<file path="src/sv/life_grid_generation_engine_unit_assert.svh">
// Assertion macros for the life grid engine RTL.
`ifndef LIFE_GRID_GENERATION_ENGINE_UNIT_ASSERT_SVH
`define LIFE_GRID_GENERATION_ENGINE_UNIT_ASSERT_SVH

// Same-cycle implication, disabled while reset is high.
`define LGGE_ASSERT_NOW(label, clk, rst, ante, cons, msg) \
  label: assert property (@(posedge clk) disable iff (rst) (ante) |-> (cons)) \
    else $error(msg);

// Next-cycle implication, disabled while reset is high.
`define LGGE_ASSERT_NEXT(label, clk, rst, ante, cons, msg) \
  label: assert property (@(posedge clk) disable iff (rst) (ante) |=> (cons)) \
    else $error(msg);

`endif

</file>
<file path="src/sv/lgge_row_cell.sv">
`timescale 1ns / 1ps
`default_nettype none

// One link of the row ring: holds one grid row and takes its neighbor's row on a shift.
module lgge_row_cell #(
  parameter int W = 64
) (
  input  wire logic         clk,
  input  wire logic         rst,
  input  wire logic         shift,
  input  wire logic [W-1:0] d,
  output logic      [W-1:0] q
);

  // Rows come out of reset dead.
  always_ff @(posedge clk) begin
    if (rst) begin
      q <= '0;
    end else if (shift) begin
      q <= d;
    end
  end

endmodule

`default_nettype wire

</file>
<file path="config.mk">
export PLATFORM = sky130hd
export DESIGN_NAME = lgge_row_cell
export DESIGN_NICKNAME = d
export VERILOG_FILES = /design/src/sv/life_grid_generation_engine_unit_assert.svh /design/src/sv/lgge_row_cell.sv
export SDC_FILE = /design/constraint.sdc
export NUM_CORES = 1
export LEC_CHECK = 0
export BUFFER_PORTS_ARGS = -buffer_cell sky130_fd_sc_hd__buf_2
export CELL_PAD_IN_SITES_DETAIL_PLACEMENT = 0
export CELL_PAD_IN_SITES_GLOBAL_PLACEMENT = 1
export CORE_AREA = 2 2 99 101
export DETAILED_ROUTE_END_ITERATION = 16
export DIE_AREA = 0 0 101 103
export GPL_TIMING_DRIVEN = 0
export PLACE_DENSITY = 0.75
export SYNTH_ARGS = -nofsm -noshare
export SYNTH_HDL_FRONTEND = slang
export SYNTH_SLANG_ARGS = --single-unit
</file>
<file path="constraint.sdc">
create_clock -name clk -period 1.45 [get_ports clk]
set_input_delay 0.29 -clock clk [delete_from_list [all_inputs] [get_ports clk]]
set_output_delay 0.29 -clock clk [all_outputs]
set_load 0.1 [all_outputs]
</file>
After elaboration in Yosys (flattened, before gate mapping). Index checks and enable logic that the tools add are counted.

Output and inout port bits: 64. Bits of input ports: 67. Word-level logic and storage cells: 1. Bits in registers: 64.

Longest topological paths before layout.
Depth after elaboration: 0. Gate-level depth with buffers: 4.

Worst setup path after synthesis. OpenSTA, ideal clock, no wires.

Path type: register -> register. Start point: reg, netlist name q[0]. End point: reg q[0]. Path buffers: 0. Path slack: 0.210 ns. Arrival time: 1.173 ns. Stages on the path, launching flop included: 3. Data required time: 1.383 ns. Clock period less this slack: 1.240 ns. Cells stage by stage: dfxtp_1 mux2i_1 nor2_1.

RTL lines: end signal: assignment (RTL line lgge_row_cell.sv:18) `q <= '0;`; end signal: assignment (RTL line lgge_row_cell.sv:20) `q <= d;`; end: declaration (RTL line lgge_row_cell.sv:12) `output logic [W-1:0] q`.

Final worst setup path.
Start point: reg q[41]. End point: out q[41].

No word-level cell between the ends.

==> flow_summary.json <==
{
  "dp_slack_ns": 0.220,
  "netlist_instances": 206,
  "start_util_pct": 24.2,
  "reg2reg_to": "q[37]$_SDFFE_PP0P_",
  "postCtsSetupBuffers": 0,
  "overflow": 0,
  "relSlewSlack_pct": 67.2,
  "hold_start": "d[29]",
  "path_max_fanout": 2,
  "tritoncts": "yes",
  "die_area_sq_um": 10400,
  "switching_power_w": 0.00168,
  "synthToLayoutAreaGrowth_pct": 45.5,
  "io_pins": 131,
  "p_int_w": 0.00324,
  "rr_startpoint": "q[37]$_SDFFE_PP0P_",
  "r2r_slack_ns": 0.82,
  "ys_seq_area_share_pct": 55.9,
  "regMostFlops": "q",
  "final_net_count": 412,
  "avgSynthCellArea_sq_um": 11.1,
  "fmax_mhz": 715,
  "min_to": "q[29]$_SDFFE_PP0P_",
  "power.share.clock_pct": 36.4,
  "first_pass_iters": 4,
  "start_kind": "flip-flop",
  "status": "completed",
  "syn_nets": 273,
  "power_density_nw_per_um2": 1480,
  "busiest_layer": "met2",
  "grt_pass1_wl_um": 7910,
  "clockBufferDepth": 2,
  "cp_num_buf_inv": 1,
  "drt_wl_total_um": 5300,
  "vias": 1897,
  "dp_hpwl_um": 3860,
  "drtIter0Drc": 46,
  "grt_use_total_pct": 9.85,
  "antenna_found_initial": 0,
  "arrival_ns": 1.11,
  "p_comb_share_pct": 24.8,
  "clk_pin_slew_ns": 0.07,
  "cts-buffers-inserted": 9,
  "crit_family": "buffers and inverters",
  "finalSetupViolCount": 0,
  "ant_nets": 0,
  "worstSetupPathType": "reg2out",
  "synth_seq_cells": 64,
  "gr-usage-met3_pct": 3.66,
  "worst_pin_slew_ns": 0.495,
  "cpMaxStageDelayCell": "buf_2",
  "path_cells": "buf_2",
  "hold_viol": 0,
  "cp.required_ns": 1.16,
  "reg2reg_depth": 2,
  "clock_latency_ns": 0.33,
  "htreeDepth": 3,
  "maxCapViolations": 0,
  "clkSinkCount": 64,
  "grt_start_max_net_pins": 12,
  "drc": 0,
  "ir_drop_mv": 0.578,
  "die_h_um": 103,
  "gp_congestion": 0.713,
  "p_sw_share_pct": 34.2,
  "hold_depth": 3,
  "wl_per_cell_um": 11.4,
  "synth.area.top_cells": "dfxtp_1, mux2i_1, nor2_1, buf_8, buf_1",
  "slowest_delay_ns": 0.43,
  "core_area_sq_um": 9460,
  "met1_usage_pct": 11.7,
  "largest_reg_flops": 64,
  "hold_path.class": "in2reg",
  "finalSetupTns_ns": 0,
  "layout-drive-gt1-share_pct": 43.4,
  "yosys_warnings": 0,
  "skew_ns": 0,
  "end_kind": "primary output",
  "p_leak_nw": 1.77,
  "grt_pass1_vias": 1769,
  "num_rows": 36,
  "post-route-period-util_pct": 96.4,
  "vias_per_cell": 4.09,
  "dieWidth_um": 101,
  "synth_top_area_share_pct": 55.9,
  "cts-root-buf": "clkbuf_8",
  "slew_viol_final": 0,
  "yosys.area.top_type": "dfxtp_1",
  "rsz0062_at_grt": "false",
  "post-route-min-period_ns": 1.40,
  "finalWorstSetupSlack_ns": 0.0522,
  "portBuffers": 128,
  "syn-cell-area_sq_um": 2290,
  "synth.distinct_cells": 7,
  "top_regs": "q: 64 flops",
  "antenna_cells": 0,
  "power.share.sequential_pct": 38.8,
  "grt_use_met2_pct": 15.3
}
metal layers:
layer  part of all wire, %  wire length, um
met1                    46             2430
met2                    45             2380
met3                   8.0              425
met4                   1.1               59
met5                     0                0
repair_timing:
item / 4_1_cts / 5_1_grt
hold buffers: 0 / 0
gates resized for setup: 0 / 8
setup endpoints to repair: 0 / 8
cell usage after synthesis:
master    number
dfxtp_1       64
mux2i_1       64
nor2_1        64
buf_1          6
buf_8          6
buf_6          1
clkbuf_2       1
cell families after synthesis:
family        Yosys count  share of synthesized area, %
mux                    64                          28.0
flops                  64                          55.9
simple gates           64                          10.5
buf+inv                14                          5.63
how the worst max path moves through the flow:
stage,from,endpoint,cells past startpoint
2_1_floorplan,q[0]$_SDFFE_PP0P_,q[0]$_SDFFE_PP0P_,2
3_3_place_gp,rst,q[38]$_SDFFE_PP0P_,3
3_5_place_dp,rst,q[52]$_SDFFE_PP0P_,3
4_1_cts,q[39]$_SDFFE_PP0P_,q[39],1
5_1_grt,q[7]$_SDFFE_PP0P_,q[7],1
6_report,q[41]$_SDFFE_PP0P_,q[41],1
cell usage in the layout (no fill, tap or decap):
cell	instances
buf_2	120
clkinvlp_4	2
bufinv_16	2
clkbuf_8	12
dfxtp_1	64
mux2i_1	64
buf_6	1
clkbuf_4	8
buf_1	6
nor2_1	64
buf_8	6
clkbuf_2	1
metrics by stage:
step	instances	utilization [%]	power (W)	hold slack [ns]	instance area, sq um
2_1_floorplan	206	-	0.00294	0.437	2290
3_3_place_gp	448	32.5	0.00316	0.469	3070
3_5_place_dp	448	32.5	0.00318	0.477	3070
4_1_cts	464	35.0	0.00500	0.165	3310
5_1_grt	464	35.3	0.00514	0.168	3330
6_report	464	35.3	0.00492	0.188	3330
power by group through the flow:
| stage | clock network [W] | registers [W] | logic (W) |
|---|---|---|---|
| 2_1_floorplan | 0 | 0.00271 | 0.000233 |
| 3_3_place_gp | 0 | 0.00195 | 0.00122 |
| 3_5_place_dp | 0 | 0.00195 | 0.00123 |
| 4_1_cts | 0.00186 | 0.00191 | 0.00123 |
| 5_1_grt | 0.00193 | 0.00192 | 0.00128 |
| 6_report | 0.00179 | 0.00191 | 0.00122 |
cell type report:
type	instances	area, sq um
well taps	114	143
multi-input cells	128	881
repair buffers	128	661
clock buffers	12	165
fillers	970	6120
flip-flops and latches	64	1280
clock inverters	4	75.1
plain buffers	14	129
Power figures use the tool's default switching activity.
