==> src/sv/life_grid_generation_engine_unit_assert.svh <==
// Assertion macros for the life grid engine RTL.
`ifndef LIFE_GRID_GENERATION_ENGINE_UNIT_ASSERT_SVH
`define LIFE_GRID_GENERATION_ENGINE_UNIT_ASSERT_SVH

// Same-cycle implication, disabled while reset is high.
`define LGGE_ASSERT_NOW(label, clk, rst, ante, cons, msg) \
  label: assert property (@(posedge clk) disable iff (rst) (ante) |-> (cons)) \
    else $error(msg);

// Next-cycle implication, disabled while reset is high.
`define LGGE_ASSERT_NEXT(label, clk, rst, ante, cons, msg) \
  label: assert property (@(posedge clk) disable iff (rst) (ante) |=> (cons)) \
    else $error(msg);

`endif

==> src/sv/lgge_pkg.sv <==
`timescale 1ns / 1ps
`default_nettype none

package lgge_pkg;

  // Field widths fixed by the interface.
  localparam int OP_W      = 2;
  localparam int COORD_W   = 6;
  localparam int SIZE_W    = 7;
  localparam int GEN_W     = 32;
  localparam int CFG_IDX_W = 1;

  // Operation codes.
  localparam logic [OP_W-1:0] OP_WRITE = 2'd0;
  localparam logic [OP_W-1:0] OP_READ  = 2'd1;
  localparam logic [OP_W-1:0] OP_STEP  = 2'd2;

  // Configuration register indexes.
  localparam logic [CFG_IDX_W-1:0] CFG_GRID_WIDTH  = 1'd0;
  localparam logic [CFG_IDX_W-1:0] CFG_GRID_HEIGHT = 1'd1;

  // Reset value of both size registers.
  localparam logic [SIZE_W-1:0] SIZE_RESET = 7'd64;

  // Neighbor counts of the B3/S23 rule.
  localparam logic [3:0] BIRTH_COUNT = 4'd3;
  localparam logic [3:0] KEEP_COUNT  = 4'd2;

  // Per-row control for the rule evaluator.
  typedef struct packed {
    logic active;
    logic has_above;
    logic has_below;
  } rule_ctl_t;

endpackage

`default_nettype wire

==> src/sv/lgge_row_rule.sv <==
`timescale 1ns / 1ps
`default_nettype none

// Evaluates the B3/S23 rule for a whole row from a three-row window.
module lgge_row_rule #(
  parameter int W = 64
) (
  input  wire lgge_pkg::rule_ctl_t ctl,
  input  wire logic [W-1:0]        col_mask,
  input  wire logic [W-1:0]        above,
  input  wire logic [W-1:0]        self_row,
  input  wire logic [W-1:0]        below,
  output logic      [W-1:0]        next_row
);

  logic [W+1:0] a_pad;
  logic [W+1:0] s_pad;
  logic [W+1:0] b_pad;

  // Cells outside the in-use area, and rows beyond the edges, read as dead.
  assign a_pad = {1'b0, above & col_mask & {W{ctl.has_above}}, 1'b0};
  assign s_pad = {1'b0, self_row & col_mask, 1'b0};
  assign b_pad = {1'b0, below & col_mask & {W{ctl.has_below}}, 1'b0};

  // Column j sits at bit j+1 of the padded rows.
  for (genvar j = 0; j < W; j++) begin : g_col
    logic [3:0] count;
    logic       fate;

    assign count = 4'(a_pad[j]) + 4'(a_pad[j+1]) + 4'(a_pad[j+2])
                 + 4'(s_pad[j])                  + 4'(s_pad[j+2])
                 + 4'(b_pad[j]) + 4'(b_pad[j+1]) + 4'(b_pad[j+2]);

    always_comb begin
      fate = (count == lgge_pkg::BIRTH_COUNT) ||
             ((count == lgge_pkg::KEEP_COUNT) && self_row[j]);
    end

    // Cells outside the in-use area keep their value.
    assign next_row[j] = (ctl.active && col_mask[j]) ? fate : self_row[j];
  end

endmodule

`default_nettype wire

==> config.mk <==
export PLATFORM = sky130hd
export DESIGN_NAME = lgge_row_rule
export DESIGN_NICKNAME = d
export VERILOG_FILES = /design/src/sv/life_grid_generation_engine_unit_assert.svh /design/src/sv/lgge_pkg.sv /design/src/sv/lgge_row_rule.sv
export SDC_FILE = /design/constraint.sdc
export NUM_CORES = 1
export LEC_CHECK = 0
export ABC_CLOCK_PERIOD_IN_PS = 8450
export BUFFER_PORTS_ARGS = -buffer_cell sky130_fd_sc_hd__buf_2
export CAP_MARGIN = 20
export CORE_MARGIN = 2
export CORE_UTILIZATION = 32
export DETAILED_ROUTE_END_ITERATION = 8
export GPL_ROUTABILITY_DRIVEN = 1
export PLACE_DENSITY = 0.63
export SLEW_MARGIN = 20
export SYNTH_ARGS = -nofsm -noshare
export SYNTH_HDL_FRONTEND = slang
export SYNTH_SLANG_ARGS = --single-unit
==> constraint.sdc <==
create_clock -name vclk -period 8.45
set_input_delay 0.845 -clock vclk [all_inputs]
set_output_delay 0.845 -clock vclk [all_outputs]
set_load 0.1 [all_outputs]
## Word level (Yosys, flattened, before mapping)

Index checks and enable logic that the tools add are counted.

| word-level totals | value |
|---|---|
| bits in registers | 0 |
| input bits | 259 |
| output and inout port bits | 64 |
| logic and storage cells | 830 |

| cells by class | value |
|---|---|
| add/subtract/negate cells | 441 |
| eq/ne operators | 128 |
| muxes and demuxes | 64 |
| bitwise gates (word level) | 5 |
| reductions and logical operators | 192 |

Operators by type and width:

| operator | count |
|---|---|
| adder 4 x 1 -> 4 bit | 252 |
| == test 4 x 2 -> 1 bit (second input constant) | 128 |
| bitwise AND 64 bit | 5 |
| adder 3 x 1 -> 4 bit | 63 |
| adder 2 x 1 -> 3 bit | 63 |
| logical AND 1 bit | 128 |
| adder 1 x 1 -> 2 bit | 63 |
| logical OR 1 bit | 64 |
| two-way mux 1 bit | 64 |

## Logic depth before layout (Yosys ltp)

| logic depth | value |
|---|---|
| word-level depth | 13 |
| mapped depth | 13 |
| depth with buffers taken out | 11 |

## Worst setup path after synthesis

No wires, ideal clock.

| timing | value |
|---|---|
| path type | input-to-output |
| start point | in ctl[1] (netlist name) |
| end point | out next_row[6] |
| data arrival time | 6164 ps |
| data required time | 7605 ps |
| setup slack | 1441 ps |
| stages on the path | 13 |
| path buffers | 2 |
| cell sequence | clkbuf_2 clkbuf_1 and3_1 inv_1 fa_1 inv_1 fa_1 fa_1 ha_1 fa_1 o21ai_0 a21o_1 o31ai_1 |

| on the way | value |
|---|---|
| cells in the longest elaborated chain, start to end | 12 |
| elaborated cells between the ends (all ways) | 13 |
| those cells by class | add/sub (7); eq/ne (2); mux (1); bitwise (1); reduce/logical (2) |

Ends and longest elaborated chain:

| element | line | RTL |
|---|---|---|
| from (decl) | lgge_row_rule.sv:8 | `input wire lgge_pkg::rule_ctl_t ctl,` |
| bitwise AND 64 bit * | lgge_row_rule.sv:21 | `assign a_pad = {1'b0, above & col_mask & {W{ctl.has_above}}, 1'b0};` |
| adder 1 x 1 -> 2 bit | lgge_row_rule.sv:30 | `assign count = 4'(a_pad[j]) + 4'(a_pad[j+1]) + 4'(a_pad[j+2])` |
| adder 2 x 1 -> 3 bit * | lgge_row_rule.sv:30 |  |
| adder 3 x 1 -> 4 bit * | lgge_row_rule.sv:31 | `+ 4'(s_pad[j]) + 4'(s_pad[j+2])` |
| adder 4 x 1 -> 4 bit * | lgge_row_rule.sv:31 |  |
| adder 4 x 1 -> 4 bit * (3 in a row) | lgge_row_rule.sv:32 | `+ 4'(b_pad[j]) + 4'(b_pad[j+1]) + 4'(b_pad[j+2]);` |
| == test 4 x 2 -> 1 bit | lgge_row_rule.sv:36 | `((count == lgge_pkg::KEEP_COUNT) && self_row[j]);` |
| logical AND 1 bit | lgge_row_rule.sv:36 |  |
| logical OR 1 bit * | lgge_row_rule.sv:35 | `fate = (count == lgge_pkg::BIRTH_COUNT) \|\|` |
| two-way mux 1 bit * | lgge_row_rule.sv:40 | `assign next_row[j] = (ctl.active && col_mask[j]) ? fate : self_row[j];` |
| to (decl) | lgge_row_rule.sv:13 | `output logic [W-1:0] next_row` |

Every way passes the cells marked *; elsewhere a longest branch is shown, timed or not.

## Worst setup path in the final report

| timing | value |
|---|---|
| start point | in ctl[1] (netlist name) |
| end point | out next_row[39] |

The elaborated chain is that of the path after synthesis.

==> metrics.txt <==
result of the run finished, final reports clean; vertical die dimension 204.2 µm; Period Utilization, post-route about 76%; average size of a mapped cell between 8 and 9 µm²; cts-stage hold buffer count 0; number of buffers added on ports between 300 and 400; multi-input gate area in the final layout approximately 11000 µm²; worst vdd rail ir drop 54.09 µV; vias after detailed routing about 11000; Total Negative Setup Slacks 0 ns; biggest area contributors in the synthesized netlist fa_1 39%, ha_1 18%, inv_1 14%, nand2_1 6.8%, and3_1 3.1%; count of standard-cell rows 73; Synth area leader fa_1; Leakage a little over 9 nW; category of the worst setup path launch point input port; aggregate routed wire length between 30000 and 40000 µm; register cell area after layout 0 µm²; instance area at placement approximately 15000 µm²; total count of hold-check failures in the final report 0; Antenna Nets Post-Route 0; total standard cell area after synthesis between 10000 and 15000 µm²; Data required, critical path about 7.6 ns; core region area 39640 µm²; wire length of the first global-routing pass around 57000 µm; highest clock frequency the design can meet about 0.16 GHz; Max Cap Viol 0; Final Max Tran Viols 0; Horiz. Die Dim 204.2 µm; Resized Gates After CTS 0; clock period minus final worst setup slack between 6 and 7 ns; WS Path Type input port to output pin; I/O Pins about 320; final count of negative-setup-slack endpoints 0; CP dominant cell by count fa_1; Wirelength per Cell roughly 14 µm; Max FO, Critical Path 37; maximum number of pins on one net before global-route repair between 60 and 70; Critical Path Sink Type output pin; final RePlAce weighted congestion roughly 0.9; fraction of layout instances using a drive strength above 1 roughly a fifth; number of detailed-route iterations in the first pass 5; post-route cell area between 15000 and 20000 µm²; Initial Util 32.35%; DR DRC count 0; syn_nets 2255; commonest non-fill, non-tap cell in the layout inv_1; GR Overflow Total 0; critical path, cell by cell buf_2 -> buf_4 -> and3_1 -> inv_1 -> fa_1 -> fa_1 -> inv_1 -> fa_1 -> ha_1 -> fa_1 -> o21ai_0 -> a21o_1 -> o31ai_2 -> buf_2; number of cells on the worst hold path 4; final net count roughly 2600; number of buffers added for setup after CTS 0; detailed placer's ending HPWL 30180 µm; RSZ-0062 raised after global routing no; Total Die Area around 42000 µm²; cell with the biggest individual delay on the critical path buf_2; fraction of the yosys area taken by sequential cells 0%; layout overhead on the synthesized area 17.11%; Yosys Warn Count 0; HP Class input port to output pin; fill cell total of the finished layout ~4200; overall routing resource usage around 16%; most used cells in the layout excluding fill and tap cells 480 x inv_1, 323 x buf_2, 252 x fa_1, 231 x nand2_1, 188 x ha_1; number of antenna violations at the first check in global routing 13; number of distinct library cells after synthesis 25; portion of synthesized cell area occupied by the leading cell type a little under 40%; number of design-rule violations left by the first detailed-router iteration approximately 380; signal arrival time at the worst endpoint about 5.6 ns; vias in the first global route ~12000; number of clock buffer instances in the layout 0; Max stage delay on crit path 0.62 ns; worst slew pin tran approximately 1.0 ns; Seq Cell Count 0; via density per instance roughly 4.7; count of mapped cells out of synthesis approximately 1600; worst-case headroom to the max-slew limit between 30% and 40%; Power Density around 72 nW/µm²
## cell usage after synthesis
master,instances
o221ai_1,16
o31ai_2,28
nor2_1,1
a22o_1,1
buf_6,5
a2111oi_0,1
a31o_2,1
o31a_1,16
a31oi_1,49
buf_2,9
o31ai_1,33
nand3_1,64
o21ai_0,45
a21o_1,45
and2_0,16
fa_1,252
inv_1,480
nand2_1,231
nand2b_1,2
and3_1,64
buf_4,1
and2_1,2
clkbuf_2,1
ha_1,188
clkbuf_1,5
## path summary, 6_finish.rpt
kind / startpoint / end / slack (ns)
max: ctl[1] / next_row[39] / 2.06
min: self_row[52] / next_row[52] / 2.19
## area by class of cell
class	count	share of cell area [%]
Inverter	480	12.00
Antenna cell	12	0.2000
Timing Repair Buffer	326	10.92
Tap cell	525	4.375
Multi-Input combinational cell	1055	72.51
## through the flow
step	util (%)	total power, mW	hold slack (ns)	instances	setup slack, ns
final	37.88	1.085	2.191	2398	2.059
after global placement	37.80	1.057	2.185	2386	2.167
after CTS	37.80	1.100	2.189	2386	2.065
after floorplan	-	0.8234	2.088	1556	1.441
after global routing	37.88	1.240	2.203	2398	1.846
after detailed placement	37.80	1.093	2.189	2386	2.074
## worst max-delay path: cells and delay by family
kind                     cells  cell delay [ns]
adder cells (fa/ha/maj)      5             2.14
buffers and inverters        5             1.74
AO/OA/AOI/OAI                3             0.48
AND/OR/NAND/NOR              1             0.26
## per-layer routing
metal / global-route usage (%) / part of all wire, %
met4: 3.675 / 2.5
met5: 0 / 0.039
met1: 22.04 / 45
met3: 0.9726 / 3.9
met2: 28.56 / 49
## cell families (layout without fill, tap and decap cells)
group	after synthesis	in the layout	synth area share (%)
buf+inv	501	806	15.09
fa+ha+maj	440	440	57.69
simple gates	380	380	13.39
compound gates	235	235	13.84
other cells	0	12	0
## where the power goes
group,switching (mW),internal (mW)
clock,0,0.000000190
sequential,0,0
combinational,0.715,0.370
total,0.715,0.370
Note: power is estimated with default switching activity, not from simulation.
